File: src/rtl/lrsr_pkg.sv
// Package for the LR shift-reduce parser: codes, field widths and shared types.
// No dependencies.
package lrsr_pkg;
    localparam int unsigned STATE_W = 8;
    localparam int unsigned SYM_W   = 7;
    localparam int unsigned RULE_W  = 8;
    localparam int unsigned LEN_W   = 7;

    // The stack level is carried in LEN_W bits, so the depth is fixed here.
    localparam int unsigned STACK_DEPTH = 64;

    typedef enum logic [1:0] {
        MODE_CELL    = 2'd0,
        MODE_RULE    = 2'd1,
        MODE_TOKEN   = 2'd2,
        MODE_RESTART = 2'd3
    } t_mode;

    typedef enum logic [1:0] {
        ACT_ERROR  = 2'd0,
        ACT_SHIFT  = 2'd1,
        ACT_REDUCE = 2'd2,
        ACT_ACCEPT = 2'd3
    } t_act;

    typedef enum logic [1:0] {
        KIND_SHIFT  = 2'd0,
        KIND_REDUCE = 2'd1,
        KIND_ACCEPT = 2'd2,
        KIND_ERROR  = 2'd3
    } t_kind;

    typedef enum logic [2:0] {
        ERR_NONE      = 3'd0,
        ERR_NO_ACTION = 3'd1,
        ERR_NO_GOTO   = 3'd2,
        ERR_EOF       = 3'd3,
        ERR_TERMINAL  = 3'd4,
        ERR_OVERFLOW  = 3'd5,
        ERR_UNDERFLOW = 3'd6,
        ERR_TOO_MANY  = 3'd7
    } t_err;

    typedef enum logic [1:0] {
        RUN_GOING    = 2'd0,
        RUN_ACCEPTED = 2'd1,
        RUN_FAILED   = 2'd2
    } t_run;

    // Result record passed from the engine to the output register.
    typedef struct packed {
        t_kind               kind;
        logic [RULE_W-1:0]   rule;
        logic [SYM_W-1:0]    sym;
        logic [STATE_W-1:0]  state;
        t_err                err;
        logic [LEN_W-1:0]    level;
        logic                last;
    } t_result;
endpackage

File: src/rtl/lrsr_out_reg.sv
// Output holding register with valid/ready for parser results.
// Depends on lrsr_pkg.
module lrsr_out_reg (
    input  logic              i_clk,
    input  logic              i_rst_n,
    input  logic              i_push,
    input  lrsr_pkg::t_result i_data,
    output logic              o_full,
    output logic              o_valid,
    input  logic              i_ready,
    output lrsr_pkg::t_result o_data
);
    import lrsr_pkg::*;

    logic    r_valid;
    t_result r_data;

    always_ff @(posedge i_clk) begin
        if (!i_rst_n) begin
            r_valid <= 1'b0;
        end else if (i_push) begin
            r_valid <= 1'b1;
        end else if (i_ready) begin
            r_valid <= 1'b0;
        end
    end

    always_ff @(posedge i_clk) begin
        if (i_push) begin
            r_data <= i_data;
        end
    end

    // Full only while the held result is not being taken this cycle.
    assign o_full  = r_valid && !i_ready;
    assign o_valid = r_valid;
    assign o_data  = r_data;

    a_push_free: assert property (@(posedge i_clk) disable iff (!i_rst_n)
        i_push |-> !o_full) else $error("result pushed over a held result");
    a_hold: assert property (@(posedge i_clk) disable iff (!i_rst_n)
        r_valid && !i_ready && !i_push |=> r_valid)
        else $error("held result dropped");
    a_take: assert property (@(posedge i_clk) disable iff (!i_rst_n)
        r_valid && i_ready && !i_push |=> !r_valid)
        else $error("taken result not cleared");
endmodule

File: config.mk
export PLATFORM = sky130hd
export DESIGN_NAME = lrsr_out_reg
export DESIGN_NICKNAME = d
export VERILOG_FILES = /design/src/rtl/lrsr_pkg.sv /design/src/rtl/lrsr_out_reg.sv
export SDC_FILE = /design/constraint.sdc
export NUM_CORES = 1
export LEC_CHECK = 0
export BUFFER_PORTS_ARGS = -buffer_cell sky130_fd_sc_hd__buf_2
export CORE_MARGIN = 4
export CORE_UTILIZATION = 42
export CTS_CLUSTER_DIAMETER = 50
export DETAILED_ROUTE_END_ITERATION = 8
export PLACE_DENSITY = 0.81
export SETUP_SLACK_MARGIN = 0.4
export SKIP_LAST_GASP = 1
export SLEW_MARGIN = 20
export SYNTH_ARGS = -nofsm -noshare
export SYNTH_HDL_FRONTEND = slang
export SYNTH_SLANG_ARGS = --single-unit
File: constraint.sdc
create_clock -name i_clk -period 1.4 [get_ports i_clk]
set_input_delay 0.28 -clock i_clk [delete_from_list [all_inputs] [get_ports i_clk]]
set_output_delay 0.28 -clock i_clk [all_outputs]
set_load 0.01 [all_outputs]
==> metrics.txt <==
routed via count=685; Final min period=1.20 ns; CP Buf/Inv Count=1; layout cells sized above 1=0.685; H-tree Lvls=2; Worst EP required=1.12 ns; clock slew at reported path FFs=0.10 ns; Clock Latency Late Sink=0.33 ns; RSZ-0062 raised after global routing=true; Synth area leader=edfxtp_1; CORE AREA=2520 um2; sequential fraction of design power=0.655; hold wc startpoint=i_data[14]; max-slew violations=0; hold_ws=0.116 ns; Least-Margin Pin Slew=0.185 ns; CP top delay family=flip-flops; Comb power frac=0.106; clock root buffer=clkbuf_4; routed len/inst=13.8 um; Layout area overhead=44.1%; Max Cap Viol=0; Switching Power=0.000433 W; number of buffers created by CTS=5; leak pwr=0.709 nW; hold buffers post-CTS=0; num rows=18; number of remaining DRC errors=0; register bit count reported by yosys=37; final WL=2.12 mm; num ports=78; Yosys Warn Count=0; Worst Setup End Kind=output pin; hold endpoint=o_data[14]; Hold Path Depth=1; Total Neg Setup Slack=0 ns; master of the slowest instance on the critical path=dfxtp_2; Die Ht=59.7 um; multi-input logic area=21.3 um2; fmax=831 MHz; ranking of synthesized cells by area=edfxtp_1 96%, dfxtp_1 1.8%, nor2b_4 1.2%; DR iter-0 viols=22; Cell Int Power=0.00159 W; flop2flop setup slack=0.69 ns; Finished Core Util=0.641; max incr delay on CP=0.34 ns; first-pass GRT wire length=3.12 mm; Routability Congestion=0.598; die area=3560 um2; final worst setup slack=0.196 ns; Net Sw Frac=0.214; die extent in x=59.7 um; Worst Skew=0 ns; period utilization=0.860; Final Hold Violating Endpoints=0; Reg area=1100 um2; fin nets=164; clk buf depth=2; vias in the first global route=714; DR vias/cell=4.45; Avg Inst Size Synth=28.8 um2; Syn Nets=79; Post-Synthesis Cell Area=1120 um2; CP arrival=0.92 ns; ANT cells=0; initial antenna violation count=0; Yosys top cell area share=0.963; # clock sinks=37; R2R depth=2; P per Cell Area=1250 nW/um2; Crit Path Category=reg2out; crit-path max FO=2; Post-CTS Setup Repair Bufs=0; Clock Power Share=0.239; dpl ws=0.476 ns; Initial Util=0.445; critical path cell sequence=nor2b_4 -> buf_6; cells after synthesis=39; Design Power=0.00203 W; DRT antenna net count=0; CP Launch Type=flip-flop; sequential area share after synthesis=0.981; Peak VDD IR=1.06 mV; Hold WC Path Type=in2reg; global route overflow=0; Cell variety after synth=4; Reg-to-Reg Start=o_valid; filler instances=198; TritonCTS clock tree=done; Slew HR=0.876; status=finished, final reports clean; GRT Resource Usage Total=0.135; drt first pass iters=4; Port-buffer cells=77; Final setup viols=0; largest net degree at the start of global routing=38; reg2reg end=o_valid
## flip-flops by register name (all words and copies together), names as in the netlist
name,flops
o_valid,1
o_data,36
## layer usage
layer	global-route usage	part of all wire	vias to the layer above
met5	0	0	-
met4	0.0854	0.016	0
met3	0.112	0.19	5
met2	0.199	0.50	53
met1	0.124	0.30	303
li1	-	-	324
## metrics by stage
| stage | cells | area [um2] |
|---|---|---|
| after floorplan | 39 | 1120 |
| after global placement | 147 | 1570 |
| after detailed placement | 147 | 1570 |
| after CTS | 154 | 1620 |
| after global routing | 154 | 1620 |
| final | 154 | 1620 |
## repair_timing
item | 4_1_cts | 5_1_grt
gates cloned | 0 | 0
endpoints found under the setup margin | 38 | 38
gates resized for setup | 2 | 0
## worst max-delay path by stage
stage / start / to / cells past startpoint / slack, ns
after floorplan: o_valid / o_full / 1 / 0.58
after global placement: i_push / o_data[0] / 2 / 0.50
after detailed placement: i_push / o_data[30] / 2 / 0.48
after CTS: o_valid / o_full / 2 / 0.19
after global routing: o_valid / o_full / 2 / 0.13
final: o_valid / o_full / 2 / 0.20
## cells in the final DEF, fill, tap and decap left out
cell / Yosys / final
buf_12: 0 / 1
buf_2: 0 / 76
buf_6: 0 / 1
clkbuf_1: 0 / 1
clkbuf_4: 0 / 5
clkinv_1: 0 / 1
dfxtp_2: 0 / 1
edfxtp_1: 36 / 36
nor2b_4: 1 / 1
o21a_1: 1 / 1
## kinds of logic (layout without fill, tap and decap cells)
group                  Yosys count  in the layout  synth area share
flip-flops                      37             37             0.981
buffers and inverters            0             85                 0
AND/OR/NAND/NOR                  1              1            0.0123
AO/OA/AOI/OAI                    1              1           0.00669
## power by group through the flow
stage | sequential, W | clock, W | combinational, W
detailed placement | 0.00135 | 0 | 0.000219
global placement | 0.00135 | 0 | 0.000213
floorplan | 0.00141 | 0 | 0.00000506
CTS | 0.00133 | 0.000511 | 0.000221
global route | 0.00134 | 0.000564 | 0.000237
finish | 0.00133 | 0.000484 | 0.000216
## cells in the mapped netlist (all sizes together)
master / count
o21a: 1
nor2b: 1
dfxtp: 1
edfxtp: 36
## worst reg2reg max path, delay by kind of cell (launching register included)
kind               cells  cell delay (ns)
AOI/OAI and AO/OA      1             0.16
DFF                    1             0.33
and+or+nand+nor        1             0.12
## area by class of cell
class | count | area share
Clock inverter | 1 | 0.00232
Tap cell | 30 | 0.0232
Clock buffer | 6 | 0.0255
Multi-Input combinational cell | 2 | 0.0131
Sequential cell | 37 | 0.681
Timing Repair Buffer | 78 | 0.254
No activity file was read; power rests on OpenSTA's default activity.
